===== src/rtl/lrupr_pkg.sv =====
// Shared constants, types and state codes of the LRU page-frame manager.
package lrupr_pkg;

	localparam int FRAMES_DEF    = 16;
	localparam int PAGE_BITS_DEF = 16;
	localparam int PAGE_W        = 16;
	localparam int SLOT_W        = 4;
	localparam int CNT_W         = 32;
	localparam int CFG_W         = 5;
	localparam int APB_AW        = 3;
	localparam int APB_DW        = 32;

	localparam logic [CFG_W-1:0] FIU_RESET   = 5'd4;
	localparam logic             REG_FRAMES  = 1'b0;
	localparam logic [CNT_W-1:0] COUNT_MAX   = 32'hFFFF_FFFF;

	typedef enum logic [3:0] {
		S_IDLE  = 4'b0001,
		S_SCAN  = 4'b0010,
		S_DRAIN = 4'b0100,
		S_DONE  = 4'b1000
	} state_t;

	// Flags the compare unit hands back after a pass.
	typedef struct packed {
		logic found;
		logic empty_found;
	} scan_flags_t;

	// Write strobes towards the frame store.
	typedef struct packed {
		logic stamp_we;
		logic page_we;
	} wr_ctl_t;

endpackage


===== src/rtl/lrupr_frames.sv =====
// Frame store: page and stamp memories, valid bits, registered read port.
module lrupr_frames #(
	parameter int MAX_FRAMES = lrupr_pkg::FRAMES_DEF,
	parameter int PW         = lrupr_pkg::PAGE_W,
	parameter int FW         = 4
) (
	input  logic                        clk,
	input  logic                        arst_n,
	input  logic [FW-1:0]               rd_idx,
	output logic                        rd_valid,
	output logic [PW-1:0]               rd_page,
	output logic [lrupr_pkg::CNT_W-1:0] rd_stamp,
	input  lrupr_pkg::wr_ctl_t          wr_ctl,
	input  logic [FW-1:0]               wr_idx,
	input  logic [PW-1:0]               wr_page,
	input  logic [lrupr_pkg::CNT_W-1:0] wr_stamp
);

	logic [PW-1:0]               page_mem  [MAX_FRAMES];
	logic [lrupr_pkg::CNT_W-1:0] stamp_mem [MAX_FRAMES];
	logic [MAX_FRAMES-1:0]       valid_q;
	logic                        rd_valid_q;
	logic [PW-1:0]               rd_page_q;
	logic [lrupr_pkg::CNT_W-1:0] rd_stamp_q;

	always_ff @(posedge clk) begin
		if (wr_ctl.page_we) begin
			page_mem[wr_idx] <= wr_page;
		end
		if (wr_ctl.stamp_we) begin
			stamp_mem[wr_idx] <= wr_stamp;
		end
	end

	always_ff @(posedge clk) begin
		rd_page_q  <= page_mem[rd_idx];
		rd_stamp_q <= stamp_mem[rd_idx];
		rd_valid_q <= valid_q[rd_idx];
	end

	// Mark a frame occupied when a fault fills it.
	always_ff @(posedge clk or negedge arst_n) begin
		if (!arst_n) begin
			valid_q <= '0;
		end else if (wr_ctl.page_we) begin
			valid_q[wr_idx] <= 1'b1;
		end
	end

	assign rd_valid = rd_valid_q;
	assign rd_page  = rd_page_q;
	assign rd_stamp = rd_stamp_q;

endmodule


===== src/rtl/lrupr_scan.sv =====
// Shared compare unit: one frame per cycle for hit, first empty and oldest stamp.
module lrupr_scan #(
	parameter int PW = lrupr_pkg::PAGE_W,
	parameter int FW = 4
) (
	input  logic                        clk,
	input  logic                        arst_n,
	input  logic                        clear,
	input  logic                        en,
	input  logic [FW-1:0]               idx,
	input  logic                        fr_valid,
	input  logic [PW-1:0]               fr_page,
	input  logic [lrupr_pkg::CNT_W-1:0] fr_stamp,
	input  logic [PW-1:0]               target,
	output lrupr_pkg::scan_flags_t      flags,
	output logic [FW-1:0]               hit_idx,
	output logic [FW-1:0]               empty_idx,
	output logic [FW-1:0]               old_idx,
	output logic [PW-1:0]               old_page
);

	logic                        found_q;
	logic                        empty_q;
	logic                        old_any_q;
	logic [FW-1:0]               hit_idx_q;
	logic [FW-1:0]               empty_idx_q;
	logic [FW-1:0]               old_idx_q;
	logic [PW-1:0]               old_page_q;
	logic [lrupr_pkg::CNT_W-1:0] old_stamp_q;
	logic                        take_hit;
	logic                        take_empty;
	logic                        take_old;

	assign take_hit   = en && fr_valid && !found_q && (fr_page == target);
	assign take_empty = en && !fr_valid && !empty_q;
	// Strict less-than keeps the lowest index on equal stamps.
	assign take_old   = en && fr_valid && (!old_any_q || (fr_stamp < old_stamp_q));

	always_ff @(posedge clk or negedge arst_n) begin
		if (!arst_n) begin
			found_q   <= 1'b0;
			empty_q   <= 1'b0;
			old_any_q <= 1'b0;
		end else if (clear) begin
			found_q   <= 1'b0;
			empty_q   <= 1'b0;
			old_any_q <= 1'b0;
		end else begin
			if (take_hit) begin
				found_q <= 1'b1;
			end
			if (take_empty) begin
				empty_q <= 1'b1;
			end
			if (take_old) begin
				old_any_q <= 1'b1;
			end
		end
	end

	always_ff @(posedge clk) begin
		if (take_hit) begin
			hit_idx_q <= idx;
		end
		if (take_empty) begin
			empty_idx_q <= idx;
		end
		if (take_old) begin
			old_idx_q   <= idx;
			old_page_q  <= fr_page;
			old_stamp_q <= fr_stamp;
		end
	end

	assign flags.found       = found_q;
	assign flags.empty_found = empty_q;
	assign hit_idx           = hit_idx_q;
	assign empty_idx         = empty_idx_q;
	assign old_idx           = old_idx_q;
	assign old_page          = old_page_q;

endmodule


===== src/rtl/lru_page_replacement.sv =====
// Fully associative LRU page-frame manager: APB register, sequencer, counters, result beat.
// The result beat follows the scan of the n active frames (1..MAX_FRAMES) by the single
// compare unit, which walks the frame store one entry per cycle through its registered
// read port, and then the drain and done states.
// busy stays high through scan, drain and done, and start is taken again in the done
// cycle, so each reference waits for the last; the receiver cannot stall the beat.
// Reset clears valid bits, reference clock, hit and fault totals and sets frames_in_use to 4.
module lru_page_replacement #(
	parameter int MAX_FRAMES = lrupr_pkg::FRAMES_DEF,
	parameter int PAGE_BITS  = lrupr_pkg::PAGE_BITS_DEF
) (
	input  logic                          clk,
	input  logic                          arst_n,
	// configuration port
	input  logic                          psel,
	input  logic                          penable,
	input  logic                          pwrite,
	input  logic [lrupr_pkg::APB_AW-1:0]  paddr,
	input  logic [lrupr_pkg::APB_DW-1:0]  pwdata,
	output logic [lrupr_pkg::APB_DW-1:0]  prdata,
	output logic                          pready,
	// command side
	input  logic                          start,
	output logic                          busy,
	input  logic [lrupr_pkg::PAGE_W-1:0]  page,
	// result side
	output logic                          done,
	output logic                          hit,
	output logic [lrupr_pkg::SLOT_W-1:0]  slot,
	output logic                          evicted_valid,
	output logic [lrupr_pkg::PAGE_W-1:0]  evicted_page,
	output logic [lrupr_pkg::CNT_W-1:0]   hit_total,
	output logic [lrupr_pkg::CNT_W-1:0]   fault_total
);

	// Stored page width: the page port carries 16 bits, PAGE_BITS may narrow it.
	localparam int PW = (PAGE_BITS < lrupr_pkg::PAGE_W) ? PAGE_BITS : lrupr_pkg::PAGE_W;
	localparam int FW = (MAX_FRAMES > 1) ? $clog2(MAX_FRAMES) : 1;
	localparam int CW = $clog2(MAX_FRAMES + 1);

	lrupr_pkg::state_t            state_q;
	logic [lrupr_pkg::CFG_W-1:0]  fiu_q;
	logic [PW-1:0]                page_q;
	logic [CW-1:0]                cnt_q;
	logic [FW-1:0]                rd_idx_q;
	logic                         cmp_en_s1;
	logic [FW-1:0]                cmp_idx_s1;
	logic [lrupr_pkg::CNT_W-1:0]  ref_clk_q;
	logic [lrupr_pkg::CNT_W-1:0]  hit_cnt_q;
	logic [lrupr_pkg::CNT_W-1:0]  fault_cnt_q;
	logic                         done_q;
	logic                         hit_q;
	logic [lrupr_pkg::SLOT_W-1:0] slot_q;
	logic                         evv_q;
	logic [lrupr_pkg::PAGE_W-1:0] evp_q;

	logic                         cfg_wr;
	logic                         accept;
	logic                         last_rd;
	logic [CW-1:0]                act_cnt;
	logic                         fr_valid;
	logic [PW-1:0]                fr_page;
	logic [lrupr_pkg::CNT_W-1:0]  fr_stamp;
	lrupr_pkg::scan_flags_t       flags;
	logic [FW-1:0]                hit_idx;
	logic [FW-1:0]                empty_idx;
	logic [FW-1:0]                old_idx;
	logic [PW-1:0]                old_page;
	logic [FW-1:0]                pick_idx;
	logic                         evict;
	lrupr_pkg::wr_ctl_t           wr_ctl;

	// ---------------- configuration register ----------------
	assign pready = 1'b1;
	assign cfg_wr = psel && penable && pwrite && pready;

	always_ff @(posedge clk or negedge arst_n) begin
		if (!arst_n) begin
			fiu_q <= lrupr_pkg::FIU_RESET;
		end else if (cfg_wr && (paddr[2] == lrupr_pkg::REG_FRAMES)) begin
			fiu_q <= pwdata[lrupr_pkg::CFG_W-1:0];
		end
	end

	always_comb begin
		prdata = '0;
		if (paddr[2] == lrupr_pkg::REG_FRAMES) begin
			prdata = lrupr_pkg::APB_DW'(fiu_q);
		end
	end

	// Clamp the frame count: zero acts as one, anything past the store as its depth.
	always_comb begin
		priority if (fiu_q == '0) begin
			act_cnt = CW'(1);
		end else if (32'(fiu_q) > MAX_FRAMES) begin
			act_cnt = CW'(MAX_FRAMES);
		end else begin
			act_cnt = CW'(fiu_q);
		end
	end

	// ---------------- sequencer ----------------
	assign busy    = (state_q != lrupr_pkg::S_IDLE);
	assign accept  = start && !busy;
	assign last_rd = ((CW'(rd_idx_q) + CW'(1)) == cnt_q);

	always_ff @(posedge clk or negedge arst_n) begin
		if (!arst_n) begin
			state_q   <= lrupr_pkg::S_IDLE;
			cmp_en_s1 <= 1'b0;
			rd_idx_q  <= '0;
		end else begin
			// Compare stage sees the frame read in the previous scan cycle.
			cmp_en_s1 <= (state_q == lrupr_pkg::S_SCAN);
			unique case (state_q)
				lrupr_pkg::S_IDLE: begin
					if (start) begin
						rd_idx_q <= '0;
						state_q  <= lrupr_pkg::S_SCAN;
					end
				end
				lrupr_pkg::S_SCAN: begin
					if (last_rd) begin
						state_q <= lrupr_pkg::S_DRAIN;
					end else begin
						rd_idx_q <= rd_idx_q + FW'(1);
					end
				end
				lrupr_pkg::S_DRAIN: begin
					state_q <= lrupr_pkg::S_DONE;
				end
				lrupr_pkg::S_DONE: begin
					state_q <= lrupr_pkg::S_IDLE;
				end
				default: begin
					state_q <= lrupr_pkg::S_IDLE;
				end
			endcase
		end
	end

	// Latch the reference and the frame count for the whole pass.
	always_ff @(posedge clk) begin
		cmp_idx_s1 <= rd_idx_q;
		if (accept) begin
			page_q <= page[PW-1:0];
			cnt_q  <= act_cnt;
		end
	end

	// ---------------- frame store and compare unit ----------------
	lrupr_frames #(
		.MAX_FRAMES (MAX_FRAMES),
		.PW         (PW),
		.FW         (FW)
	) u_frames (
		.clk      (clk),
		.arst_n   (arst_n),
		.rd_idx   (rd_idx_q),
		.rd_valid (fr_valid),
		.rd_page  (fr_page),
		.rd_stamp (fr_stamp),
		.wr_ctl   (wr_ctl),
		.wr_idx   (pick_idx),
		.wr_page  (page_q),
		.wr_stamp (ref_clk_q)
	);

	lrupr_scan #(
		.PW (PW),
		.FW (FW)
	) u_scan (
		.clk       (clk),
		.arst_n    (arst_n),
		.clear     (accept),
		.en        (cmp_en_s1),
		.idx       (cmp_idx_s1),
		.fr_valid  (fr_valid),
		.fr_page   (fr_page),
		.fr_stamp  (fr_stamp),
		.target    (page_q),
		.flags     (flags),
		.hit_idx   (hit_idx),
		.empty_idx (empty_idx),
		.old_idx   (old_idx),
		.old_page  (old_page)
	);

	// ---------------- decision and update ----------------
	always_comb begin
		evict = 1'b0;
		priority if (flags.found) begin
			pick_idx = hit_idx;
		end else if (flags.empty_found) begin
			pick_idx = empty_idx;
		end else begin
			pick_idx = old_idx;
			evict    = 1'b1;
		end
	end

	// Stamp the chosen frame on every reference; fill page and valid only on a fault.
	assign wr_ctl.stamp_we = (state_q == lrupr_pkg::S_DONE);
	assign wr_ctl.page_we  = (state_q == lrupr_pkg::S_DONE) && !flags.found;

	always_ff @(posedge clk or negedge arst_n) begin
		if (!arst_n) begin
			ref_clk_q   <= '0;
			hit_cnt_q   <= '0;
			fault_cnt_q <= '0;
			done_q      <= 1'b0;
		end else begin
			done_q <= (state_q == lrupr_pkg::S_DONE);
			if (state_q == lrupr_pkg::S_DONE) begin
				ref_clk_q <= ref_clk_q + lrupr_pkg::CNT_W'(1);
				if (flags.found) begin
					if (hit_cnt_q != lrupr_pkg::COUNT_MAX) begin
						hit_cnt_q <= hit_cnt_q + lrupr_pkg::CNT_W'(1);
					end
				end else if (fault_cnt_q != lrupr_pkg::COUNT_MAX) begin
					fault_cnt_q <= fault_cnt_q + lrupr_pkg::CNT_W'(1);
				end
			end
		end
	end

	// Result beat registers; hold between beats.
	always_ff @(posedge clk) begin
		if (state_q == lrupr_pkg::S_DONE) begin
			hit_q  <= flags.found;
			slot_q <= lrupr_pkg::SLOT_W'(pick_idx);
			evv_q  <= evict;
			evp_q  <= evict ? lrupr_pkg::PAGE_W'(old_page) : '0;
		end
	end

	assign done          = done_q;
	assign hit           = hit_q;
	assign slot          = slot_q;
	assign evicted_valid = evv_q;
	assign evicted_page  = evp_q;
	assign hit_total     = hit_cnt_q;
	assign fault_total   = fault_cnt_q;

endmodule


===== config.mk =====
export PLATFORM = sky130hd
export DESIGN_NAME = lru_page_replacement
export DESIGN_NICKNAME = d
export VERILOG_FILES = /design/src/rtl/lrupr_pkg.sv /design/src/rtl/lrupr_frames.sv /design/src/rtl/lrupr_scan.sv /design/src/rtl/lru_page_replacement.sv
export SDC_FILE = /design/constraint.sdc
export NUM_CORES = 1
export LEC_CHECK = 0
export ABC_CLOCK_PERIOD_IN_PS = 7900
export BUFFER_PORTS_ARGS = -buffer_cell sky130_fd_sc_hd__clkbuf_2
export CORE_ASPECT_RATIO = 1.25
export CORE_UTILIZATION = 40
export CTS_CLUSTER_SIZE = 40
export DETAILED_ROUTE_END_ITERATION = 16
export GPL_TIMING_DRIVEN = 0
export HOLD_SLACK_MARGIN = 0.05
export SLEW_MARGIN = 20
export SYNTH_ARGS = -nofsm -noshare
export SYNTH_HDL_FRONTEND = slang
export SYNTH_HIERARCHICAL = 1
export SYNTH_SLANG_ARGS = --single-unit

===== constraint.sdc =====
create_clock -name clk -period 7.9 [get_ports clk]
set_input_delay 0.395 -clock clk [delete_from_list [all_inputs] [get_ports clk]]
set_output_delay 0.395 -clock clk [all_outputs]
set_load 0.03 [all_outputs]

==> qor.txt <==
Rel. slew slack - 29.7%
CP Capture Type - flop
status - finished clean
drt total wl - 92700 um
post-synth top area share - 64.7%
Yosys reg bits - 1054
Post-CTS Setup Inserts - 0
area leader, netlist - edfxtp_1
Site Rows - 129
launch point of the worst path - u_scan/empty_q
All-Layer GR Usage - 18.3%
Critical R2R Capture - u_frames/stamp_mem[15][14]
CP max-delay cell - o21ai_0
Clk Latency, worst-skew pair - 0.68 ns
H-tree depth - 3
io pins - 178
met1 Usage GRT - 23.7%
Least-Margin Pin Slew - 1.05 ns
critical-path cell list - buf_4, clkbuf_1, mux2i_1, o21ai_0, nand2_1, nor2_4, buf_16, buf_16
setup TNS - 0 ns
initial core utilization - 40.6%
Max Cap Viol - 0
unrepaired setup endpoints after global routing - no
Post-DP HPWL - 61000 um
final worst-path cycle share - 46.5%
number of global-route vias before repair - 21600
Post-synth top cells - edfxtp_1, mux4_2, dfrtp_1
PortBufs - 120
Startpoint Class - flop
final hold violation count - 0
synth warn - 6
first-pass GRT wire length - 138000 um
CP most frequent cell - buf_16
DR WL/cell - 24.2 um
Async S/R FF share, synth - 12.3%
CP Class - reg2reg
Worst EP arrival - 4.03 ns
via count - 20700
clock-pin slew on the worst setup and hold paths - 0.06 ns
layout cells sized above 1 - 26.1%
Syn Inst Count - 2116
Final Setup Violations - 0
Avg Cell Area, Syn - 19.1 um2
fin util - 47.8%
clock sink count - 1054
GR Layer Usage met2 - 31.6%
CTS Buf Count - 101
Routed Antenna Nets - 0
Die Area - 102000 um2
Yosys cell types - 57
Slew Limit Fails - 0
Iter 0 DRT Violations - 1796
pwr dens - 282 nW/um2
hold worst-path end - state_q[1]
Mapped Area - 40400 um2
clock root buffer master - clkbuf_16
post-layout min period - 3.67 ns
reg2reg start - u_scan/empty_q
worst endpoint required time - 8.26 ns
Fin Clk Skew - 0.0287 ns
Area growth, synth to finish - 17.9%
worst hold path cell count - 3
initial antenna violation count - 0
crit path max fanout - 12
DRC Markers - 0
FMAX - 0.272 GHz
Core Area - 99600 um2
Worst Min Path Start - start
R2R Setup Slk - 4.23 ns
Synth area leaders - edfxtp_1, mux4_2, dfrtp_1, dfxtp_1, a22oi_1
top-count cell post-synth - edfxtp_1
total gr overflow - 0
largest net degree at the start of global routing - 71
Nets - 2530
grt peak-use layer - met2
drt pass-1 iters - 5
Lkg Pwr - 16.9 nW
hold crit path type - in2reg
vias per cell - 5.39
Die W - 286 um
register area share after synthesis - 75.4%
Critical Path Max Stage Delay - 0.72 ns
Peak VDD IR - 0.000168 V
met3 Use GR - 3.06%
main flop type after synthesis - edfxtp_1
GP Congestion - 0.812
die height - 357 um
clk buf depth - 3
CTS tree - done
worst r2r path cells - 8
Post-synth EDFFs - 871
==> flip-flops by register name (all words and copies together) (netlist names), 4 cells and up <==
| signal | cells |
|---|---|
| u_scan/hit_idx | 4 |
| u_frames/valid_q | 16 |
| u_frames/page_mem | 256 |
| u_frames/rd_page | 16 |
| fault_total | 32 |
| rd_idx_q | 4 |
| u_frames/rd_stamp | 32 |
| u_frames/stamp_mem | 512 |
| fiu_q | 5 |
| cnt_q | 5 |
| hit_total | 32 |
| u_scan/empty_idx | 4 |
| u_scan/old_page | 16 |
| ref_clk_q | 32 |
| u_scan/old_stamp_q | 32 |
| u_scan/old_idx | 4 |
| slot | 4 |
| evicted_page | 16 |
| state_q | 4 |
| page_q | 16 |
| cmp_idx_s1 | 4 |
==> what timing repair did <==
item | 4_1_cts | 5_1_grt
endpoints found under the hold margin | 90 | 0
gates resized for setup | 0 | 0
hold buffers | 22 | 0
==> kinds of logic after synthesis <==
kind of cell    after synthesis  synth area share, %
xor+xnor                    113                 2.45
mux                         209                 11.3
compound gates              148                 2.59
buf+inv                     161                 2.07
simple gates                392                 5.02
flops                      1054                 75.4
fa+ha+maj                    37                 1.15
other cells                   2               0.0186
==> worst max-delay path, delay by kind of cell (launching register included) <==
family                 cells  cell delay, ns
flip-flops                 1            0.37
AND/OR/NAND/NOR            2            1.34
AO/OA/AOI/OAI              1            0.72
buffers and inverters      4            0.78
multiplexers               1            0.11
==> worst max path at each step <==
| stage | endpoint | slack, ns | depth (start not counted) |
|---|---|---|---|
| final | u_frames/stamp_mem[15][14] | 4.23 | 8 |
| after CTS | u_frames/stamp_mem[14][5] | 4.09 | 8 |
| after floorplan | u_scan/old_idx[0] | 3.52 | 7 |
| after detailed placement | u_frames/stamp_mem[14][15] | 4.11 | 8 |
| after global routing | u_frames/stamp_mem[15][14] | 4.01 | 8 |
| after global placement | u_scan/old_stamp_q[5] | 1.75 | 7 |
==> where the power goes <==
part	total, mW	switching, mW	internal [mW]
Sequential	6.39	0.185	6.21
Combinational	2.06	1.11	0.954
Clock	4.95	2.04	2.91
==> layout by cell type (no fill, tap or decap), types with 18 or more instances in the layout <==
master and instances:
inv_1 48, xnor2_1 59, clkbuf_1 70, buf_16 26, ha_1 37, and2_1 25
mux4_2 196, clkbuf_2 119, dlygate4sd3_1 22, buf_2 19, dfrtp_1 128, a22oi_1 99
nand3_1 44, a21oi_1 20, nand2_1 109, conb_1 28, clkbuf_16 105, dfxtp_1 53
nand4_1 31, xor2_1 54, edfxtp_1 871, buf_4 40, or2_2 18, nor2_1 41
==> per-stage QoR <==
stage	area (um2)	hold slack, ns	setup slack [ns]	std cells	power, mW
3_5_place_dp	44000	0.422	4.11	3621	8.59
6_report	47600	0.199	4.23	3835	13.4
2_1_floorplan	40500	0.0994	3.52	2142	7.92
4_1_cts	47600	0.164	4.09	3834	13.6
5_1_grt	47600	0.226	4.01	3834	13.9
3_3_place_gp	42700	0.423	1.75	3572	8.54
==> per-layer routing <==
| layer | wire length [um] | share of wire, % |
|---|---|---|
| met1 | 38400 | 41 |
| met3 | 4890 | 5.3 |
| met5 | 0 | 0 |
| met2 | 47200 | 51 |
| met4 | 2210 | 2.4 |
==> cell type report <==
type | instances | area [um2]
antenna | 1 | 2.50
buffer | 111 | 649
clock buffer | 150 | 2950
clock inverter | 41 | 495
fill | 8056 | 52000
inverter | 50 | 188
multi-input combinational | 927 | 9370
sequential | 1054 | 30500
tap | 1310 | 1640
timing repair buffer | 191 | 1870
Note: power is estimated with default switching activity, not from simulation.
